### src/design/brf_pkg.sv
`timescale 1ns / 1ps
// brf_pkg: shared types, codes and saturating fixed-point helpers for the
// Brent root finder. No dependencies.
package brf_pkg;

	localparam int W = 64;
	localparam int FRAC_BITS_DEF = 32;
	localparam int TOL_W = 33;
	localparam int ITER_W = 8;
	localparam int ADDR_W = 5;

	localparam logic signed [W-1:0] S_MAX = {1'b0, {(W-1){1'b1}}};
	localparam logic signed [W-1:0] S_MIN = {1'b1, {(W-1){1'b0}}};

	// result status codes
	localparam logic [1:0] ST_EVAL  = 2'd0;
	localparam logic [1:0] ST_ROOT  = 2'd1;
	localparam logic [1:0] ST_NOBR  = 2'd2;
	localparam logic [1:0] ST_LIMIT = 2'd3;

	// register indexes
	localparam logic [1:0] REG_LOW  = 2'd0;
	localparam logic [1:0] REG_HIGH = 2'd1;
	localparam logic [1:0] REG_TOL  = 2'd2;
	localparam logic [1:0] REG_MAX  = 2'd3;

	typedef struct packed {
		logic signed [W-1:0] low;
		logic signed [W-1:0] high;
		logic [TOL_W-1:0]    tol;
		logic [ITER_W-1:0]   max_iter;
	} cfg_t;

	typedef struct packed {
		logic                start;
		logic                is_div;
		logic signed [W-1:0] a;
		logic signed [W-1:0] b;
	} md_req_t;

	typedef struct packed {
		logic                done;
		logic signed [W-1:0] result;
	} md_rsp_t;

	function automatic logic [W-1:0] mag(input logic signed [W-1:0] x);
		mag = x[W-1] ? (~x + 1'b1) : x;
	endfunction

	function automatic logic signed [W-1:0] from_mag(input logic [W-1:0] m,
			input logic neg, input logic ovf);
		if (neg)
			from_mag = (ovf || m[W-1]) ? S_MIN : -$signed(m);
		else
			from_mag = (ovf || m[W-1]) ? S_MAX : $signed(m);
	endfunction

	function automatic logic signed [W-1:0] sadd(input logic signed [W-1:0] a,
			input logic signed [W-1:0] b);
		logic signed [W:0] s;
		s = {a[W-1], a} + {b[W-1], b};
		if (s[W] != s[W-1]) sadd = s[W] ? S_MIN : S_MAX;
		else sadd = s[W-1:0];
	endfunction

	function automatic logic signed [W-1:0] ssub(input logic signed [W-1:0] a,
			input logic signed [W-1:0] b);
		logic signed [W:0] s;
		s = {a[W-1], a} - {b[W-1], b};
		if (s[W] != s[W-1]) ssub = s[W] ? S_MIN : S_MAX;
		else ssub = s[W-1:0];
	endfunction

	function automatic logic signed [W-1:0] sabs(input logic signed [W-1:0] x);
		if (x == S_MIN) sabs = S_MAX;
		else sabs = x[W-1] ? -x : x;
	endfunction

	// trunc((c - b) / 2) over the full 65-bit difference
	function automatic logic signed [W-1:0] half_diff(input logic signed [W-1:0] c,
			input logic signed [W-1:0] b);
		logic [W:0] d;
		logic [W:0] m;
		d = {c[W-1], c} - {b[W-1], b};
		if (d[W]) begin
			m = (~d + 1'b1) >> 1;
			half_diff = -$signed(m[W-1:0]);
		end else begin
			m = d >> 1;
			half_diff = m[W-1:0];
		end
	endfunction

	function automatic logic same_sign(input logic signed [W-1:0] x,
			input logic signed [W-1:0] y);
		same_sign = (x != '0) && (y != '0) && (x[W-1] == y[W-1]);
	endfunction

endpackage

### src/design/brf_cfg.sv
`timescale 1ns / 1ps
// brf_cfg: APB register bank (bracket, tolerance, iteration limit).
// Depends on brf_pkg.
module brf_cfg (
	input  logic                       clk,
	input  logic                       arst_n,
	input  logic                       psel,
	input  logic                       penable,
	input  logic                       pwrite,
	input  logic [brf_pkg::ADDR_W-1:0] paddr,
	input  logic [63:0]                pwdata,
	output logic [63:0]                prdata,
	output logic                       pready,
	output brf_pkg::cfg_t              cfg
);
	import brf_pkg::*;

	cfg_t       cfg_q;
	logic [1:0] idx;

	assign idx    = paddr[4:3];
	assign pready = 1'b1;
	assign cfg    = cfg_q;

	always_ff @(posedge clk or negedge arst_n) begin
		if (!arst_n) begin
			cfg_q.low      <= '0;
			cfg_q.high     <= 64'sh1_0000_0000;
			cfg_q.tol      <= TOL_W'(1);
			cfg_q.max_iter <= ITER_W'(100);
		end else if (psel && penable && pwrite) begin
			case (idx)
				REG_LOW:  cfg_q.low      <= pwdata;
				REG_HIGH: cfg_q.high     <= pwdata;
				REG_TOL:  cfg_q.tol      <= pwdata[TOL_W-1:0];
				REG_MAX:  cfg_q.max_iter <= pwdata[ITER_W-1:0];
				default:  cfg_q.low      <= cfg_q.low;
			endcase
		end
	end

	always_comb begin
		case (idx)
			REG_LOW:  prdata = cfg_q.low;
			REG_HIGH: prdata = cfg_q.high;
			REG_TOL:  prdata = {{(64-TOL_W){1'b0}}, cfg_q.tol};
			REG_MAX:  prdata = {{(64-ITER_W){1'b0}}, cfg_q.max_iter};
			default:  prdata = '0;
		endcase
	end
endmodule

### config.mk
export PLATFORM = sky130hd
export DESIGN_NAME = brf_cfg
export DESIGN_NICKNAME = d
export VERILOG_FILES = /design/src/design/brf_pkg.sv /design/src/design/brf_cfg.sv
export SDC_FILE = /design/constraint.sdc
export NUM_CORES = 1
export LEC_CHECK = 0
export ABC_CLOCK_PERIOD_IN_PS = 2100
export BUFFER_PORTS_ARGS = -buffer_cell sky130_fd_sc_hd__buf_2
export CAP_MARGIN = 0
export CORE_ASPECT_RATIO = 0.75
export CORE_MARGIN = 2
export CORE_UTILIZATION = 46
export DETAILED_ROUTE_END_ITERATION = 7
export HOLD_SLACK_MARGIN = 0.1
export PLACE_DENSITY = 0.85
export SKIP_CTS_REPAIR_TIMING = 1
export SYNTH_ARGS = -nofsm -noshare
export SYNTH_HDL_FRONTEND = slang
export SYNTH_SLANG_ARGS = --single-unit
### constraint.sdc
create_clock -name clk -period 2.1 [get_ports clk]
set_input_delay 0.42 -clock clk [delete_from_list [all_inputs] [get_ports clk]]
set_output_delay 0.42 -clock clk [all_outputs]
set_load 0.02 [all_outputs]
==> results of run 1 <==
[critical path, stage by stage]
cell and delay, ns:
buf_6 0.25, buf_12 0.29, mux2i_1 0.22, o21ai_0 0.10, buf_2 0.17
[cell families after synthesis]
logic type,count (synthesis),synth area share (%)
AO/OA/AOI/OAI,25,1.614
flip-flops,169,54.64
multiplexers,233,37.01
buffers and inverters,37,3.325
other,1,0.04838
AND/OR/NAND/NOR,63,3.358
[layer usage]
metal	up-vias	routed length, um	global-route usage [%]
li1	2477	-	-
met1	2744	8346	27.47
met2	181	9038	34.11
met3	16	1068	6.048
met4	0	189	5.545
met5	-	0	0
[through the flow]
stage	setup slack [ns]	utilization [%]	area, um2	power [mW]	hold slack [ns]
finish	0.1563	60.83	10140	11.52	0.2397
global route	0.09706	60.83	10140	12.10	0.2216
CTS	0.05409	60.74	10130	11.62	-0.08710
detailed placement	0.05041	57.34	9559	8.584	0.3710
global placement	0.1022	57.34	9559	8.465	0.3691
floorplan	0.06959	-	7751	7.078	0.1244
[cell usage after synthesis, drive strengths merged]
cell type | instances | area (um2)
nor3 | 1 | 16.27
dfstp | 5 | 131.4
or3 | 1 | 6.260
nand2 | 25 | 93.84
buf | 26 | 216.5
nand3 | 1 | 5.000
or2 | 1 | 6.260
nor2 | 32 | 120.1
conb | 1 | 3.750
inv | 1 | 3.750
mux4 | 8 | 180.2
o21ai | 25 | 125.1
clkbuf | 10 | 37.54
mux2i | 56 | 560.5
dfrtp | 164 | 4104
nand4 | 1 | 6.260
nor2b | 1 | 6.260
mux2 | 169 | 2128
[worst min-delay path by stage]
stage	from	to	slack [ns]	cells past startpoint
3_3_place_gp	arst_n	cfg[104]$_DFFE_PN0P_	0.37	1
2_1_floorplan	arst_n	cfg[0]$_DFFE_PN0P_	0.12	0
4_1_cts	arst_n	cfg[104]$_DFFE_PN0P_	-0.09	1
6_report	pwdata[61]	cfg[166]$_DFFE_PN0P_	0.24	2
5_1_grt	pwdata[36]	cfg[77]$_DFFE_PN0P_	0.22	2
3_5_place_dp	arst_n	cfg[104]$_DFFE_PN0P_	0.37	1
[cell type report]
type	count	area, um2	area share (%)
Tap cell	215	269.0	2.653
Clock inverter	14	138.9	1.370
Sequential cell	169	4235	41.76
Clock buffer	18	429.2	4.232
Timing Repair Buffer	321	1792	17.67
Inverter	1	3.754	0.03701
Multi-Input combinational cell	322	3273	32.28
[power by group]
group / internal (mW) / switching, mW / leakage, nW / total [mW]
logic: 1.66 / 2.17 / 2.99 / 3.83
registers: 4.04 / 0.640 / 2.06 / 4.68
clock network: 1.66 / 1.35 / 0.275 / 3.01
==> impl_metrics.env, run 1 <==
export IMPL_first_pass_iters=4
export IMPL_ys_seq_area_share_pct=54.64
export IMPL_antenna_found_initial=0
export IMPL_cp_endpoint="prdata[25]"
export IMPL_dp_final_hpwl_um=13620
export IMPL_start_util_pct=46.49
export IMPL_setup_viol=0
export IMPL_synth_cells=528
export IMPL_area_delta_synth_final_pct=30.83
export IMPL_p_per_area_nw_per_um2=1136
export IMPL_clk_pin_slew_ns=0.07
export IMPL_drive_gt1_share_pct=63.20
export IMPL_core_um2=16670
export IMPL_grt_remaining_overflow=0
export IMPL_status="complete, no violations"
export IMPL_rr_startpoint="cfg[106]$_DFFE_PN0P_"
export IMPL_syn_num_nets=602
export IMPL_mostFrequentLayoutCell="buf_2"
export IMPL_clockBufferDepth=2
export IMPL_wl_per_cell_um=17.59
export IMPL_reg2regPathDepth=1
export IMPL_die_x_um=153.9
export IMPL_portBuffers=303
export IMPL_dp_cells=1027
export IMPL_fin_skew_ns=0
export IMPL_synth_cell_types=23
export IMPL_cap_violations=0
export IMPL_htree_levels=4
export IMPL_crit_path_end_kind="output pin"
export IMPL_cp_required_ns=1.68
export IMPL_grt_usage_pct=20.77
export IMPL_cts_buffers=17
export IMPL_clk_latency_ns=0.41
export IMPL_grt_pass1_vias=5434
export IMPL_routed_wl_um=18640
export IMPL_worstPathMaxFanout=35
export IMPL_grt_max_degree=58
export IMPL_place_congestion=0.7612
export IMPL_cp_startpoint="paddr[3]"
export IMPL_cts_tree="yes"
export IMPL_hold_viol_final=0
export IMPL_worstSetupPathType="in -> out"
export IMPL_max_freq_mhz=514.5
export IMPL_yosysWarnings=0
export IMPL_crit_path_start_kind="input port"
export IMPL_rsz0062_at_grt="no"
export IMPL_largest_reg_flops=169
export IMPL_ys_ff_latch=169
export IMPL_io_pins=308
export IMPL_ant_nets=0
export IMPL_via_count=5418
export IMPL_final_period_utilization_pct=92.56
export IMPL_slew_viol_final=0
export IMPL_hp_class="in -> reg"
export IMPL_cts_sink_count=169
export IMPL_viasPerCell=5.111
export IMPL_syn_area_per_cell_um2=14.68
export IMPL_syn_area_um2=7751
export IMPL_fin_tns_setup_ns=0
export IMPL_timing_reg2reg_setup_slack_ns=1.25
export IMPL_power_static_leakage_nw=5.333
export IMPL_row_count=41
export IMPL_arrival_ns=1.52
export IMPL_die_y_um=116.4
export IMPL_ctsRootBufferMaster="clkbuf_16"
export IMPL_drt_initial_drc_count=266
export IMPL_layout_min_cycle_time_ns=1.944
export IMPL_grt_pass1_wl_um=29170
export IMPL_fin_nets=906
export IMPL_diodes=0
export IMPL_die_area_um2=17920
export IMPL_drcViolationCount=0
export IMPL_fillers=1279
export IMPL_final_cells=1060
export IMPL_reg2reg_to="cfg[106]$_DFFE_PN0P_"
export IMPL_ir_drop_uv=570.1
export IMPL_final_cell_mix="301 x buf_2, 164 x dfrtp_1, 104 x mux2_2"
Note: power is estimated with default switching activity, not from simulation.
==> inputs of run 2 (changes only) <==
- CORE_UTILIZATION: 46 -> 49
- PLACE_DENSITY: 0.85 -> 0.9
==> run 2 against run 1 <==
Sequential cell count unchanged. Clock-buffer cell count grew 2. Final area increased by 0.83%. First-iteration DRC count decreased by 24%. Critical path type unchanged. Wire length is 4.2% higher.
==> impl_metrics.env, run 2 (synthesis gave the netlist of run 1 again) <==
export IMPL_min_to="cfg[167]$_DFFE_PN0P_"
export IMPL_fillers=1095
export IMPL_start_util_pct=50.43
export IMPL_viasPerCell=5.277
export IMPL_fin_tns_setup_ns=0
export IMPL_die_area_um2=16850
export IMPL_switching_share_pct=34.60
export IMPL_core_um2=15370
export IMPL_wl_per_cell_um=18.47
export IMPL_p_per_area_nw_per_um2=1165
export IMPL_ctsRootBufferMaster="clkbuf_16"
export IMPL_final_cells=1051
export IMPL_relSlewSlack_pct=64.00
export IMPL_rr_startpoint="cfg[115]$_DFFE_PN0P_"
export IMPL_status="complete, no violations"
export IMPL_row_count=39
export IMPL_hp_class="in -> reg"
export IMPL_io_pins=308
export IMPL_switchingPower_mw=4.121
export IMPL_timing_reg2reg_setup_slack_ns=1.27
export IMPL_cts_tree="yes"
export IMPL_grt_max_degree=57
export IMPL_cp_required_ns=1.68
export IMPL_clock_power_share_pct=28.0
export IMPL_arrival_ns=1.58
export IMPL_register_area_um2=4235
export IMPL_slew_viol_final=0
export IMPL_layout_min_cycle_time_ns=1.999
export IMPL_final_period_utilization_pct=95.21
export IMPL_die_y_um=112.9
export IMPL_reg2regPathDepth=1
export IMPL_clockBufferDepth=2
export IMPL_die_x_um=149.2
export IMPL_drive_gt1_share_pct=63.36
export IMPL_min_from="pwdata[62]"
export IMPL_p_int_mw=7.789
export IMPL_grt_usage_pct=23.53
export IMPL_max_freq_mhz=500.1
export IMPL_cts_sink_count=169
export IMPL_crit_path_end_kind="output pin"
export IMPL_dp_final_hpwl_um=14080
export IMPL_place_congestion=0.8054
export IMPL_crit_path_start_kind="input port"
export IMPL_clk_pin_slew_ns=0.06
export IMPL_worstPathMaxFanout=25
export IMPL_dp_cells=1020
export IMPL_fin_skew_ns=0
export IMPL_worst_slew_pin_slew_ns=0.5400
export IMPL_rsz0062_at_grt="no"
export IMPL_layout_setup_ws_ns=0.1005
export IMPL_routed_wl_um=19420
export IMPL_hold_viol_final=0
export IMPL_mostFrequentLayoutCell="buf_2"
export IMPL_grt_pass1_wl_um=30910
export IMPL_whs_path_depth=2
export IMPL_cap_violations=0
export IMPL_via_count=5546
export IMPL_multi_input_area_um2=3273
export IMPL_combPwrFrac_pct=32.6
export IMPL_power_static_leakage_nw=5.380
export IMPL_antenna_found_initial=0
export IMPL_largest_reg_flops=169
export IMPL_drcViolationCount=0
export IMPL_pwr_share_seq_pct=39.4
export IMPL_clk_latency_ns=0.41
export IMPL_cts_buffers=17
export IMPL_worstSetupPathType="in -> out"
export IMPL_ir_drop_uv=813.8
export IMPL_ant_nets=0
export IMPL_area_delta_synth_final_pct=31.91
export IMPL_grt_remaining_overflow=0
export IMPL_final_cell_mix="301 x buf_2, 164 x dfrtp_1, 104 x mux2_2"
export IMPL_drt_initial_drc_count=201
export IMPL_pre_cts_slack_ns=0.1064
export IMPL_setup_viol=0
export IMPL_fin_nets=909
export IMPL_htree_levels=4
export IMPL_reg2reg_to="cfg[115]$_DFFE_PN0P_"
export IMPL_grt_pass1_vias=5729
export IMPL_diodes=0
export IMPL_portBuffers=303
export IMPL_first_pass_iters=5
-- run 2: cell count changes in the layout (fill, tap and decap cells not counted) --
cell       change
inv_6          -1
clkinv_4       -3
buf_12         +1
clkbuf_1       -1
buf_6          -1
inv_8          -2
clkinv_2       -1
clkbuf_8       +3
buf_4          +3
bufinv_16      +3
-- run 2: area by class of cell --
class                      instances  area share [%]
clock inverter                    10           1.628
clock buffer                      20           4.564
sequential                       169           41.42
inverter                           1         0.03671
tap                              205           2.509
timing repair buffer             324           17.83
multi-input combinational        322           32.01
-- run 2: through the flow --
stage / power [mW] / util, % / cell area (um2) / hold WS, ns
after floorplan: 7.078 / - / 7751 / 0.1244
after detailed placement: 8.626 / 62.34 / 9582 / 0.4247
after CTS: 12.00 / 66.46 / 10210 / -0.02317
after global placement: 8.494 / 62.34 / 9582 / 0.4151
final: 11.91 / 66.52 / 10220 / 0.2450
after global routing: 12.46 / 66.52 / 10220 / 0.2241
-- run 2: power by group through the flow --
stage / combinational (mW) / clock, mW / sequential (mW)
final: 3.89 / 3.33 / 4.69
after floorplan: 1.54 / 0 / 5.54
after global routing: 4.12 / 3.55 / 4.79
after global placement: 3.81 / 0 / 4.68
after CTS: 3.92 / 3.40 / 4.68
after detailed placement: 3.91 / 0 / 4.72
-- run 2: critical path, cell delays in order --
cell and delay, ns:
buf_4 0.35, buf_12 0.27, mux2i_1 0.26, nor2_1 0.08, buf_2 0.17
-- run 2: metal layers --
layer	GRT usage (%)	up-vias	routed length (um)
li1	-	2474	-
met1	30.57	2811	8209
met2	38.99	233	9556
met3	5.847	28	1279
met4	7.810	0	372
met5	0	-	0
-- run 2: worst max-delay path by stage --
stage	depth (start not counted)	slack [ns]	to	startpoint
detailed placement	5	0.11	prdata[37]	paddr[3]
floorplan	5	0.07	prdata[11]	paddr[3]
finish	5	0.10	prdata[35]	paddr[3]
CTS	5	0.11	prdata[37]	paddr[3]
global placement	5	0.14	prdata[19]	paddr[3]
global route	5	0.03	prdata[35]	paddr[3]
